### src/hdl/stb_pkg.sv
`timescale 1ns / 1ps
`default_nettype none
// ----------------------------------------------------------------------------
// stb_pkg: shared types and constants of the soft timer bank
// Sizes, action and event codes, controller states and the tick arithmetic.
// ----------------------------------------------------------------------------
package stb_pkg;

  localparam int          SLOTS       = 4;
  localparam int          TICK_BITS   = 16;
  localparam int unsigned DELAY_LIMIT = 32767;

  localparam int SLOT_W      = (SLOTS > 1) ? $clog2(SLOTS) : 1;
  localparam int IN_TDATA_W  = 24;
  localparam int OUT_TDATA_W = 24;

  typedef logic [TICK_BITS-1:0] tick_t;
  typedef logic [SLOT_W-1:0]    slot_idx_t;
  typedef logic [SLOTS-1:0]     slot_mask_t;

  typedef enum logic [1:0] {
    ACT_TICK   = 2'd0,
    ACT_START  = 2'd1,
    ACT_CLEAR  = 2'd2,
    ACT_ANSWER = 2'd3
  } action_t;

  typedef enum logic [1:0] {
    EV_START     = 2'd0,
    EV_ACK       = 2'd1,
    EV_EXPIRED   = 2'd2,
    EV_TICK_DONE = 2'd3
  } event_t;

  typedef enum logic [1:0] {
    ST_IDLE,
    ST_REPLY,
    ST_SCAN,
    ST_TICK_DONE
  } state_t;

  // Write port of the expiry memory.
  typedef struct packed {
    logic      en;
    slot_idx_t addr;
    tick_t     data;
  } mem_wr_t;

  // Expiry time: tick plus the delay clamped to the largest delay.
  function automatic tick_t arm_time(tick_t tick, logic [15:0] delay);
    logic [31:0]           d;
    logic [TICK_BITS+31:0] s;
    d = ({16'b0, delay} > 32'(DELAY_LIMIT)) ? 32'(DELAY_LIMIT) : {16'b0, delay};
    s = {32'b0, tick} + {{TICK_BITS{1'b0}}, d};
    return s[TICK_BITS-1:0];
  endfunction

  // True when the wrap-around distance from expiry to now is within the limit.
  function automatic logic is_due(tick_t now, tick_t expiry);
    tick_t diff;
    diff = now - expiry;
    return ({32'b0, diff} <= {{TICK_BITS{1'b0}}, 32'(DELAY_LIMIT)});
  endfunction

  function automatic logic [15:0] tick_lo(tick_t t);
    logic [TICK_BITS+15:0] w;
    w = {16'b0, t};
    return w[15:0];
  endfunction

endpackage
`default_nettype wire

### src/hdl/stb_expiry_ram.sv
`timescale 1ns / 1ps
`default_nettype none
// ----------------------------------------------------------------------------
// stb_expiry_ram: expiry time store
// One write port and one read port with registered read data.
// ----------------------------------------------------------------------------
module stb_expiry_ram
  import stb_pkg::*;
(
  input  wire logic      clk,
  input  wire mem_wr_t   wr,
  input  wire slot_idx_t rd_addr,
  output logic [TICK_BITS-1:0] rd_data
);

  tick_t mem [SLOTS];
  tick_t rd_data_r;

  always_ff @(posedge clk) begin
    if (wr.en) begin
      mem[wr.addr] <= wr.data;
    end
  end

  always_ff @(posedge clk) begin
    rd_data_r <= mem[rd_addr];
  end

  assign rd_data = rd_data_r;

endmodule
`default_nettype wire

### src/hdl/soft_timer_bank_core.sv
`timescale 1ns / 1ps
`default_nettype none
// ----------------------------------------------------------------------------
// soft_timer_bank_core: bank of one-shot / periodic software timer slots
// Tick, start, clear and answer words drive a small slot table whose expiry
// times live in a synchronous memory.
// ----------------------------------------------------------------------------
//
//   Channel  Direction  Ports                      Word
//   in_      slave      tvalid tready tdata tuser  one command (tuser = action)
//   out_     master     tvalid tready tdata tuser  one event (tuser = kind)
//            tlast      marks the final event caused by a command
//
// A start, clear or answer word is decoded into the pending reply, which is
// loaded into the output register once the output is free.
// A tick word is decoded, then walks the slots through the memory read port,
// one slot per cycle unless a due slot meets a stalled output, then sends the
// tick-done event.
// A stalled output holds the walk on the current slot when it is due; a new word is taken
// only when the controller is idle, while the last event may still wait.
// Reset (rst_n low, synchronous) clears the counter, the armed and waiting
// masks and the controller; the expiry memory is not cleared, since a slot
// is only read while armed and arming always writes its entry first.
// ----------------------------------------------------------------------------
module soft_timer_bank_core
  import stb_pkg::*;
(
  input  wire logic                   clk,
  input  wire logic                   rst_n,
  input  wire logic                   in_tvalid,
  output logic                        in_tready,
  input  wire logic [IN_TDATA_W-1:0]  in_tdata,   // [15:0] delay, [19:16] slot_id
  input  wire logic [1:0]             in_tuser,   // [1:0] action
  output logic                        out_tvalid,
  input  wire logic                   out_tready,
  output logic [OUT_TDATA_W-1:0]      out_tdata,  // [3:0] slot_id_out, [4] status,
                                                  // [20:5] tick_now
  output logic [1:0]                  out_tuser,  // [1:0] event_kind
  output logic                        out_tlast   // last
);

  localparam slot_idx_t LAST_SLOT = SLOT_W'(SLOTS - 1);

  // Control state.
  state_t     state_r,    state_nxt;
  tick_t      tick_r,     tick_nxt;
  slot_mask_t armed_r,    armed_nxt;
  slot_mask_t waiting_r,  waiting_nxt;
  slot_idx_t  scan_idx_r, scan_idx_nxt;
  logic       out_tvalid_r, out_tvalid_nxt;

  // Pending reply of a single-result command, and the output register.
  event_t      res_kind_r,   res_kind_nxt;
  logic [3:0]  res_slot_r,   res_slot_nxt;
  logic        res_status_r, res_status_nxt;
  event_t      out_kind_r,   out_kind_nxt;
  logic [3:0]  out_slot_r,   out_slot_nxt;
  logic        out_status_r, out_status_nxt;
  logic [15:0] out_tick_r,   out_tick_nxt;
  logic        out_last_r,   out_last_nxt;

  // Memory ports.
  mem_wr_t   mem_wr;
  slot_idx_t mem_rd_addr;
  tick_t     mem_rd_data;

  // Input word fields.
  action_t     in_action;
  logic [15:0] in_delay;
  logic [3:0]  in_slot_id;
  logic        in_accept;
  logic        out_free;

  // Decode helpers.
  logic      free_found;
  slot_idx_t free_idx;
  logic      sid_valid;
  slot_idx_t sid_idx;
  logic      scan_hit;
  logic      scan_adv;

  assign in_action  = action_t'(in_tuser);
  assign in_delay   = in_tdata[15:0];
  assign in_slot_id = in_tdata[19:16];
  assign in_tready  = (state_r == ST_IDLE);
  assign in_accept  = in_tvalid && in_tready;

  // The output register can take a new event when empty or being drained.
  assign out_free = !out_tvalid_r || out_tready;

  // Lowest free slot for a start command.
  always_comb begin
    free_found = 1'b0;
    free_idx   = '0;
    for (int i = SLOTS - 1; i >= 0; i--) begin
      if (!armed_r[i]) begin
        free_found = 1'b1;
        free_idx   = SLOT_W'(i);
      end
    end
  end

  assign sid_valid = (in_slot_id != 4'd0) && (in_slot_id <= 4'(SLOTS));
  assign sid_idx   = SLOT_W'(in_slot_id - 4'd1);

  // A slot is reported when armed, not already waiting and due.
  assign scan_hit = armed_r[scan_idx_r] && !waiting_r[scan_idx_r]
                    && is_due(tick_r, mem_rd_data);
  assign scan_adv = !scan_hit || out_free;

  stb_expiry_ram u_expiry_ram (
    .clk     (clk),
    .wr      (mem_wr),
    .rd_addr (mem_rd_addr),
    .rd_data (mem_rd_data)
  );

  // Next state.
  always_comb begin
    state_nxt = state_r;
    case (state_r)
      ST_IDLE: begin
        if (in_accept) begin
          state_nxt = (in_action == ACT_TICK) ? ST_SCAN : ST_REPLY;
        end
      end
      ST_REPLY: begin
        if (out_free) begin
          state_nxt = ST_IDLE;
        end
      end
      ST_SCAN: begin
        if (scan_adv && (scan_idx_r == LAST_SLOT)) begin
          state_nxt = ST_TICK_DONE;
        end
      end
      ST_TICK_DONE: begin
        if (out_free) begin
          state_nxt = ST_IDLE;
        end
      end
      default: begin
        state_nxt = ST_IDLE;
      end
    endcase
  end

  // Datapath and outputs per state.
  always_comb begin
    tick_nxt       = tick_r;
    armed_nxt      = armed_r;
    waiting_nxt    = waiting_r;
    scan_idx_nxt   = scan_idx_r;
    res_kind_nxt   = res_kind_r;
    res_slot_nxt   = res_slot_r;
    res_status_nxt = res_status_r;
    out_kind_nxt   = out_kind_r;
    out_slot_nxt   = out_slot_r;
    out_status_nxt = out_status_r;
    out_tick_nxt   = out_tick_r;
    out_last_nxt   = out_last_r;
    out_tvalid_nxt = out_tvalid_r && !out_tready;
    mem_wr         = '0;
    mem_rd_addr    = scan_idx_r;

    case (state_r)
      ST_IDLE: begin
        if (in_accept) begin
          res_kind_nxt   = EV_ACK;
          res_slot_nxt   = 4'd0;
          res_status_nxt = 1'b1;
          case (in_action)
            ACT_TICK: begin
              // Advance the counter and start the walk at the first slot.
              tick_nxt     = tick_r + tick_t'(1);
              scan_idx_nxt = '0;
              mem_rd_addr  = '0;
            end
            ACT_START: begin
              res_kind_nxt = EV_START;
              if (free_found) begin
                mem_wr.en              = 1'b1;
                mem_wr.addr            = free_idx;
                mem_wr.data            = arm_time(tick_r, in_delay);
                armed_nxt[free_idx]    = 1'b1;
                waiting_nxt[free_idx]  = 1'b0;
                res_slot_nxt           = 4'(free_idx) + 4'd1;
                res_status_nxt         = 1'b0;
              end
            end
            ACT_CLEAR: begin
              // Clearing an idle slot is allowed and acknowledged as ok.
              if (sid_valid) begin
                armed_nxt[sid_idx]   = 1'b0;
                waiting_nxt[sid_idx] = 1'b0;
                res_slot_nxt         = in_slot_id;
                res_status_nxt       = 1'b0;
              end
            end
            ACT_ANSWER: begin
              // Only a slot that awaits an answer takes one; a zero reload
              // stops it, anything else re-arms it from the current tick.
              if (sid_valid && waiting_r[sid_idx]) begin
                waiting_nxt[sid_idx] = 1'b0;
                if (in_delay == 16'd0) begin
                  armed_nxt[sid_idx] = 1'b0;
                end else begin
                  mem_wr.en   = 1'b1;
                  mem_wr.addr = sid_idx;
                  mem_wr.data = arm_time(tick_r, in_delay);
                end
                res_slot_nxt   = in_slot_id;
                res_status_nxt = 1'b0;
              end
            end
            default: begin
              res_kind_nxt = EV_ACK;
            end
          endcase
        end
      end
      ST_REPLY: begin
        if (out_free) begin
          out_tvalid_nxt = 1'b1;
          out_kind_nxt   = res_kind_r;
          out_slot_nxt   = res_slot_r;
          out_status_nxt = res_status_r;
          out_tick_nxt   = tick_lo(tick_r);
          out_last_nxt   = 1'b1;
        end
      end
      ST_SCAN: begin
        // The read data belongs to scan_idx_r; a stall re-reads the same slot.
        if (scan_hit && out_free) begin
          out_tvalid_nxt         = 1'b1;
          out_kind_nxt           = EV_EXPIRED;
          out_slot_nxt           = 4'(scan_idx_r) + 4'd1;
          out_status_nxt         = 1'b0;
          out_tick_nxt           = tick_lo(tick_r);
          out_last_nxt           = 1'b0;
          waiting_nxt[scan_idx_r] = 1'b1;
        end
        if (scan_adv && (scan_idx_r != LAST_SLOT)) begin
          scan_idx_nxt = scan_idx_r + slot_idx_t'(1);
          mem_rd_addr  = scan_idx_r + slot_idx_t'(1);
        end
      end
      ST_TICK_DONE: begin
        if (out_free) begin
          out_tvalid_nxt = 1'b1;
          out_kind_nxt   = EV_TICK_DONE;
          out_slot_nxt   = 4'd0;
          out_status_nxt = 1'b0;
          out_tick_nxt   = tick_lo(tick_r);
          out_last_nxt   = 1'b1;
        end
      end
      default: begin
        out_tvalid_nxt = 1'b0;
      end
    endcase
  end

  always_ff @(posedge clk) begin
    if (!rst_n) begin
      state_r      <= ST_IDLE;
      tick_r       <= '0;
      armed_r      <= '0;
      waiting_r    <= '0;
      scan_idx_r   <= '0;
      out_tvalid_r <= 1'b0;
    end else begin
      state_r      <= state_nxt;
      tick_r       <= tick_nxt;
      armed_r      <= armed_nxt;
      waiting_r    <= waiting_nxt;
      scan_idx_r   <= scan_idx_nxt;
      out_tvalid_r <= out_tvalid_nxt;
    end
  end

  always_ff @(posedge clk) begin
    res_kind_r   <= res_kind_nxt;
    res_slot_r   <= res_slot_nxt;
    res_status_r <= res_status_nxt;
    out_kind_r   <= out_kind_nxt;
    out_slot_r   <= out_slot_nxt;
    out_status_r <= out_status_nxt;
    out_tick_r   <= out_tick_nxt;
    out_last_r   <= out_last_nxt;
  end

  assign out_tvalid = out_tvalid_r;
  assign out_tdata  = {3'b000, out_tick_r, out_status_r, out_slot_r};
  assign out_tuser  = out_kind_r;
  assign out_tlast  = out_last_r;

endmodule
`default_nettype wire
### config.mk
export PLATFORM = sky130hd
export DESIGN_NAME = soft_timer_bank_core
export DESIGN_NICKNAME = d
export VERILOG_FILES = /design/src/hdl/stb_pkg.sv /design/src/hdl/stb_expiry_ram.sv /design/src/hdl/soft_timer_bank_core.sv
export SDC_FILE = /design/constraint.sdc
export NUM_CORES = 1
export LEC_CHECK = 0
export BUFFER_PORTS_ARGS = -buffer_cell sky130_fd_sc_hd__clkbuf_2
export CELL_PAD_IN_SITES_DETAIL_PLACEMENT = 0
export CELL_PAD_IN_SITES_GLOBAL_PLACEMENT = 1
export CORE_ASPECT_RATIO = 2
export CORE_MARGIN = 2
export CORE_UTILIZATION = 48
export DETAILED_ROUTE_END_ITERATION = 12
export PLACE_DENSITY = 0.85
export SYNTH_ARGS = -nofsm -noshare
export SYNTH_HDL_FRONTEND = slang
export SYNTH_SLANG_ARGS = --single-unit
### constraint.sdc
create_clock -name clk -period 3.58 [get_ports clk]
set_input_delay 0.358 -clock clk [delete_from_list [all_inputs] [get_ports clk]]
set_output_delay 0.358 -clock clk [all_outputs]
set_load 0.02 [all_outputs]
==> results of run 1 <==
[worst max-delay path, cell delays in order (launching register included)]
cell      delay, ns
dfxtp_1        0.47
ha_1           0.30
a21o_1         0.16
a21oi_1        0.16
and3b_1        0.19
o21ai_1        0.11
nand3_1        0.12
or4b_1         0.60
buf_4          0.29
a211o_1        0.30
a221oi_2       0.24
a21oi_1        0.07
buf_4          0.13
[state kept, by name (all words and copies together), names as in the netlist]
register and flops:
armed_r 4, out_slot_r 4, out_status_r 1, out_tick_r 16, out_tlast 1, out_tuser 2
out_tvalid 1, res_kind_r 1, res_slot_r 4, res_status_r 1, scan_idx_r 2, state_r 2
tick_r 16, u_expiry_ram.mem 64, u_expiry_ram.rd_data 16, waiting_r 4
[synthesized netlist by cell type, drive strengths merged (5+ instances only)]
cell type  instances  share of area, %
buf               18               1.7
nor4               5              0.43
a221oi            17               3.5
xor2               5              0.61
and3               5              0.43
nor3              17               1.2
a21boi             5              0.52
and2              20               1.7
a31oi              5              0.43
nor2b              8              0.69
or2               19               1.7
nand2             44               2.3
inv               37               1.9
edfxtp            94                39
nor2              38               2.0
a211o             17               2.1
clkbuf            17              0.89
xnor2             22               2.8
a21oi             60               4.2
dfxtp             45                13
nand2b            10              0.87
o21ai             53               3.7
nand3             11              0.76
ha                45               7.8
[kinds of logic (layout without fill, tap and decap cells)]
| family | Yosys count | after routing | share of synthesized area, % |
|---|---|---|---|
| compound gates | 182 | 182 | 17.2 |
| xor+xnor | 27 | 27 | 3.39 |
| fa+ha+maj | 46 | 46 | 8.09 |
| buf+inv | 72 | 149 | 4.53 |
| flops | 139 | 139 | 51.7 |
| mux | 4 | 4 | 0.921 |
| other cells | 1 | 4 | 0.0521 |
| simple gates | 197 | 197 | 14.1 |
[power groups by stage]
stage / clock (mW) / sequential [mW] / combinational (mW)
after floorplan: 0 / 1.81 / 0.220
after global placement: 0 / 1.81 / 0.336
after detailed placement: 0 / 1.81 / 0.346
after CTS: 1.63 / 1.77 / 0.348
after global routing: 1.70 / 1.78 / 0.378
final: 1.60 / 1.77 / 0.347
[worst max-delay path by stage]
stage	from	end	slack (ns)	cells past startpoint
after CTS	tick_r[10]$_SDFFE_PN0P_	u_expiry_ram.rd_data[6]$_DFF_P_	0.34	12
after global placement	tick_r[10]$_SDFFE_PN0P_	u_expiry_ram.rd_data[6]$_DFF_P_	0.37	12
after floorplan	tick_r[13]$_SDFFE_PN0P_	out_tick_r[0]$_DFFE_PP_	0.58	9
final	tick_r[10]$_SDFFE_PN0P_	u_expiry_ram.rd_data[6]$_DFF_P_	0.32	12
after detailed placement	in_tdata[15]	u_expiry_ram.mem[2][14]$_DFFE_PP_	0.32	14
after global routing	tick_r[10]$_SDFFE_PN0P_	u_expiry_ram.rd_data[6]$_DFF_P_	0.14	12
[routing by layer]
metal,GRT usage [%],vias to the layer above
li1,-,2572
met5,0,-
met4,21.1,0
met3,4.43,83
met1,22.5,2596
met2,43.0,202
[per-stage QoR]
| stage | instance area (sq um) | hold slack (ns) | instances | utilization (%) | total power [mW] |
|---|---|---|---|---|---|
| after global placement | 7760 | 0.479 | 911 | 52.6 | 2.14 |
| final | 8300 | 0.347 | 943 | 56.3 | 3.72 |
| after global routing | 8300 | 0.351 | 943 | 56.3 | 3.86 |
| after detailed placement | 7760 | 0.480 | 911 | 52.6 | 2.15 |
| after floorplan | 7210 | 0.446 | 671 | - | 2.03 |
| after CTS | 8300 | 0.331 | 943 | 56.3 | 3.75 |
[final cells by class]
class / instances / share of cell area, %
sequential: 139 / 44.9
multi-input combinational: 460 / 38.1
timing repair buffer: 80 / 5.85
clock buffer: 17 / 5.13
tap: 195 / 2.94
inverter: 37 / 1.67
clock inverter: 15 / 1.40
==> flow_summary.ini, run 1 <==
[hold_path]
hp-class = in2reg
holdPathEnd = res_slot_r[1]$_DFFE_PP_
whs_path_depth = 3
hold_start = in_tdata[17]

[floorplan]
core_area_sq_mm = 0.0147
io_pins = 59
rows = 63
start_util_pct = 48.9
die_w_um = 90.6
die_area_sq_mm = 0.0161
die_y_um = 177

[drt]
vias = 5453
wl_per_cell_um = 19.7
finalWirelength_mm = 18.6
wl_met2_mm = 10.1
vias_per_cell = 5.78
dr.max_layer_used = met4
wl_met1_mm = 6.26
drtIter0Drc = 372
routed-wl-met3_um = 685
drc_errors = 0
dr.pass1.iters = 5
final_antenna_net_count = 0

[setup_path]
worst-endpoint-arrival_ns = 3.59
crit_type = reg2reg
worstPathMaxFanout = 25
r2r-start = tick_r[10]$_SDFFE_PN0P_
required_ns = 3.91
rr_endpoint = u_expiry_ram.rd_data[6]$_DFF_P_
worstSetupStartpointType = flip-flop
worst-r2r-cell-count = 12
cp-end-kind = flip-flop
rrSetupSlack_ns = 0.32

[cts]
cts_max_level = 4
cts.sinks = 139
cts_max_path_buffers = 2
path_clk_slew_ns = 0.06
cts_setup_buffers = 0
clockRootBuffer = clkbuf_16
cts_resized = 0
cts_tree = yes
clk_latency_ns = 0.43
hold_buffers = 0
cts_buffers = 17

[final_layout]
final_common_cell = edfxtp_1
ff_latch_area_sq_mm = 0.00372
final_cell_mix = edfxtp_1, a21oi_1, clkbuf_2, ha_1, dfxtp_1
finalNetCount = 811
drive_gt1_share_pct = 19.9
multi_input_area_sq_mm = 0.00316
antenna_cells = 0
n_fill_cell = 1268
syn2layout_area_growth_pct = 15.2

[power]
switching_power_mw = 0.951
p_seq_share_pct = 47.6
pwr-share-clk_pct = 43.1
p_per_area_mw_per_mm2 = 449
internal_power_mw = 2.77
vdd_drop_max_v = 0.000339
leakagePower_nw = 3.22
comb_power_share_pct = 9.3
p_sw_share_pct = 25.5

[timing]
drv_slew = 0
setup_ws_ns = 0.320
rsz0062_at_grt = false
fin_skew_ns = 0.0123
worst_pin_slew_ns = 0.853
slew_headroom_pct = 42.7
hold_viol_final = 0
max_freq_ghz = 0.307
setup_viol = 0
period_needed_ns = 3.26
setup_tns_ns = 0
finalCritPeriodShare_pct = 91.1

[place]
dp_slack_ns = 0.323
place_congestion = 0.922
hpwlAfterDp_mm = 13.6
port_buffers = 51

[grt]
antenna_found_initial = 0
grt_pass1_vias = 5523
grt_max_degree = 39
grt_pass1_wl_mm = 28.6
gr-total-overflow = 0
grt_use_total_pct = 23.8

[yosys]
ys_ff_latch = 139
yosys_warnings = 0
synth_flop_cell = edfxtp_1
seq_area_frac_synth_pct = 51.7
ys_types = 61
async_flop_share_pct = 0
syn_inst = 668
syn_area_sq_mm = 0.00720
syn_avg_cell_area_sq_um = 10.8
synth_edf_count = 94

[flow_run]
drv_cap = 0

[status]
outcome = finished clean
(Power assumes the default switching activity.)
==> run 2, diff against run 1 <==
--- a/config.mk
+++ b/config.mk
@@ -10,9 +10,9 @@
 export CELL_PAD_IN_SITES_GLOBAL_PLACEMENT = 1
 export CORE_ASPECT_RATIO = 2
 export CORE_MARGIN = 2
-export CORE_UTILIZATION = 48
+export CORE_UTILIZATION = 45
 export DETAILED_ROUTE_END_ITERATION = 12
-export PLACE_DENSITY = 0.85
+export PLACE_DENSITY = 0.81
 export SYNTH_ARGS = -nofsm -noshare
 export SYNTH_HDL_FRONTEND = slang
 export SYNTH_SLANG_ARGS = --single-unit
==> flow_summary.ini, run 2 (same netlist as run 1, synthesis figures left out) <==
[timing]
setup_tns_ns = 0
setup_viol = 0
max_freq_ghz = 0.301
hold_viol_final = 0
finalCritPeriodShare_pct = 92.7
slew_headroom_pct = 35.4
period_needed_ns = 3.32
rsz0062_at_grt = false
fin_skew_ns = 0.0104
worst_pin_slew_ns = 0.961
drv_slew = 0

[final_layout]
ff_latch_area_sq_mm = 0.00372
multi_input_area_sq_mm = 0.00316
antenna_cells = 0
final_cell_mix = edfxtp_1, a21oi_1, clkbuf_2, ha_1, dfxtp_1
largest_reg_flops = 64
design_area_sq_mm = 0.00837
finalNetCount = 814
syn2layout_area_growth_pct = 16.2
top_register = u_expiry_ram.mem
drive_gt1_share_pct = 20.1
n_fill_cell = 1383
final_common_cell = edfxtp_1

[setup_path]
critPathTopFamily = simple AND/OR/NAND/NOR gates
worst-endpoint-arrival_ns = 3.65
required_ns = 3.91
crit_type = reg2reg
path_cells = inv_1, ha_1, or3_1, o2111ai_1, o21ai_1, nand3_1, or4b_1, buf_4, a211o_1, a221oi_1, a21oi_1, buf_4
critPathMaxStageDelay_ns = 0.62
cp_slowest_cell = or4b_1
cp-end-kind = flip-flop
cp_num_buf_inv = 3
worstPathMaxFanout = 22
crit_start = u_expiry_ram.rd_data[5]$_DFF_P_
worstSetupStartpointType = flip-flop
critPathMostFrequentCell = buf_4
r2r-start = u_expiry_ram.rd_data[5]$_DFF_P_

[drt]
vias_per_cell = 5.73
vias = 5459
dr.pass1.iters = 4
final_antenna_net_count = 0
finalWirelength_mm = 19.3
wl_met2_mm = 10.9
drc_errors = 0
wl_per_cell_um = 20.2
wl_met1_mm = 6.25
dr.max_layer_used = met4
drtIter0Drc = 299
routed-wl-met3_um = 756

[place]
placed_area_sq_mm = 0.00779
place_congestion = 0.885
port_buffers = 51
hpwlAfterDp_mm = 14.2

[grt]
grt_max_degree = 38
grt_pass1_vias = 5858
gr-total-overflow = 0
grt_use_total_pct = 23.8
grt_pass1_wl_mm = 30.2
antenna_found_initial = 0

[cts]
cts_buffers = 17
cts_resized = 0
cts_max_level = 4
cts_max_path_buffers = 2
path_clk_slew_ns = 0.06
clk_latency_ns = 0.43
cts.sinks = 139
cts_tree = yes
cts_setup_buffers = 0
clockRootBuffer = clkbuf_16
hold_buffers = 0

[floorplan]
io_pins = 59
rows = 65
core_area_sq_mm = 0.0157
die_w_um = 93.5
die_y_um = 183
die_area_sq_mm = 0.0171
start_util_pct = 45.9

[hold_path]
hp-class = in2reg
hold_start = in_tdata[18]

[status]
outcome = finished clean

[power]
p_per_area_mw_per_mm2 = 458
vdd_drop_max_v = 0.000338
leakagePower_nw = 3.26

[flow_run]
drv_cap = 0
run 2: cell types whose count changed in the layout (fill, tap and decap cells not counted):
| cell | change |
|---|---|
| buf_4 | +3 |
| clkbuf_1 | +1 |
| inv_6 | -2 |
| bufinv_16 | +1 |
| clkinv_4 | +3 |
| clkbuf_8 | +1 |
| clkbuf_16 | +1 |
| clkinvlp_4 | -4 |
| inv_8 | -1 |
run 2: layout make-up:
class                           count  share of cell area [%]
Clock buffer                       20                    5.59
Tap cell                          201                    3.01
Multi-Input combinational cell    460                    37.8
Sequential cell                   139                    44.5
Timing Repair Buffer               83                    6.07
Inverter                           37                    1.66
Clock inverter                     12                    1.36
run 2: worst reg2reg max path, cell delays in order (launching register included):
cell	delay [ns]
dfxtp_1	0.38
inv_1	0.07
ha_1	0.19
or3_1	0.40
o2111ai_1	0.23
o21ai_1	0.14
nand3_1	0.12
or4b_1	0.62
buf_4	0.31
a211o_1	0.30
a221oi_1	0.27
a21oi_1	0.07
buf_4	0.13
run 2: power breakdown:
| part | internal [mW] | leakage, nW | switching [mW] | total, mW |
|---|---|---|---|---|
| combinational | 0.127 | 1.70 | 0.218 | 0.345 |
| sequential | 1.75 | 1.28 | 0.0205 | 1.77 |
| clock | 1.02 | 0.276 | 0.699 | 1.72 |
| total | 2.90 | 3.26 | 0.938 | 3.84 |
run 2: final timing paths:
path                                           to  slack (ns)  depth (start not counted)
hold reg to reg         waiting_r[3]$_SDFFE_PN0P_        0.48                          2
hold / removal            res_slot_r[2]$_DFFE_PP_        0.34                          3
setup / recovery  u_expiry_ram.rd_data[0]$_DFF_P_        0.26                         12
setup reg to reg  u_expiry_ram.rd_data[0]$_DFF_P_        0.26                         12
run 2: metrics by stage:
stage	worst slack [ns]	total power, mW	util [%]	hold slack [ns]	instances
after floorplan	0.583	2.03	-	0.446	671
after global placement	0.322	2.14	49.6	0.466	920
after detailed placement	0.220	2.15	49.6	0.473	920
after CTS	0.270	3.86	53.3	0.334	952
after global routing	0.0292	3.97	53.3	0.384	952
final	0.262	3.84	53.3	0.339	952
run 2: metal layers:
metal  vias up  global-route usage (%)
met2       181                    44.7
li1       2568                       -
met4         0                    17.5
met3        68                    4.56
met1      2642                    21.6
met5         -                       0
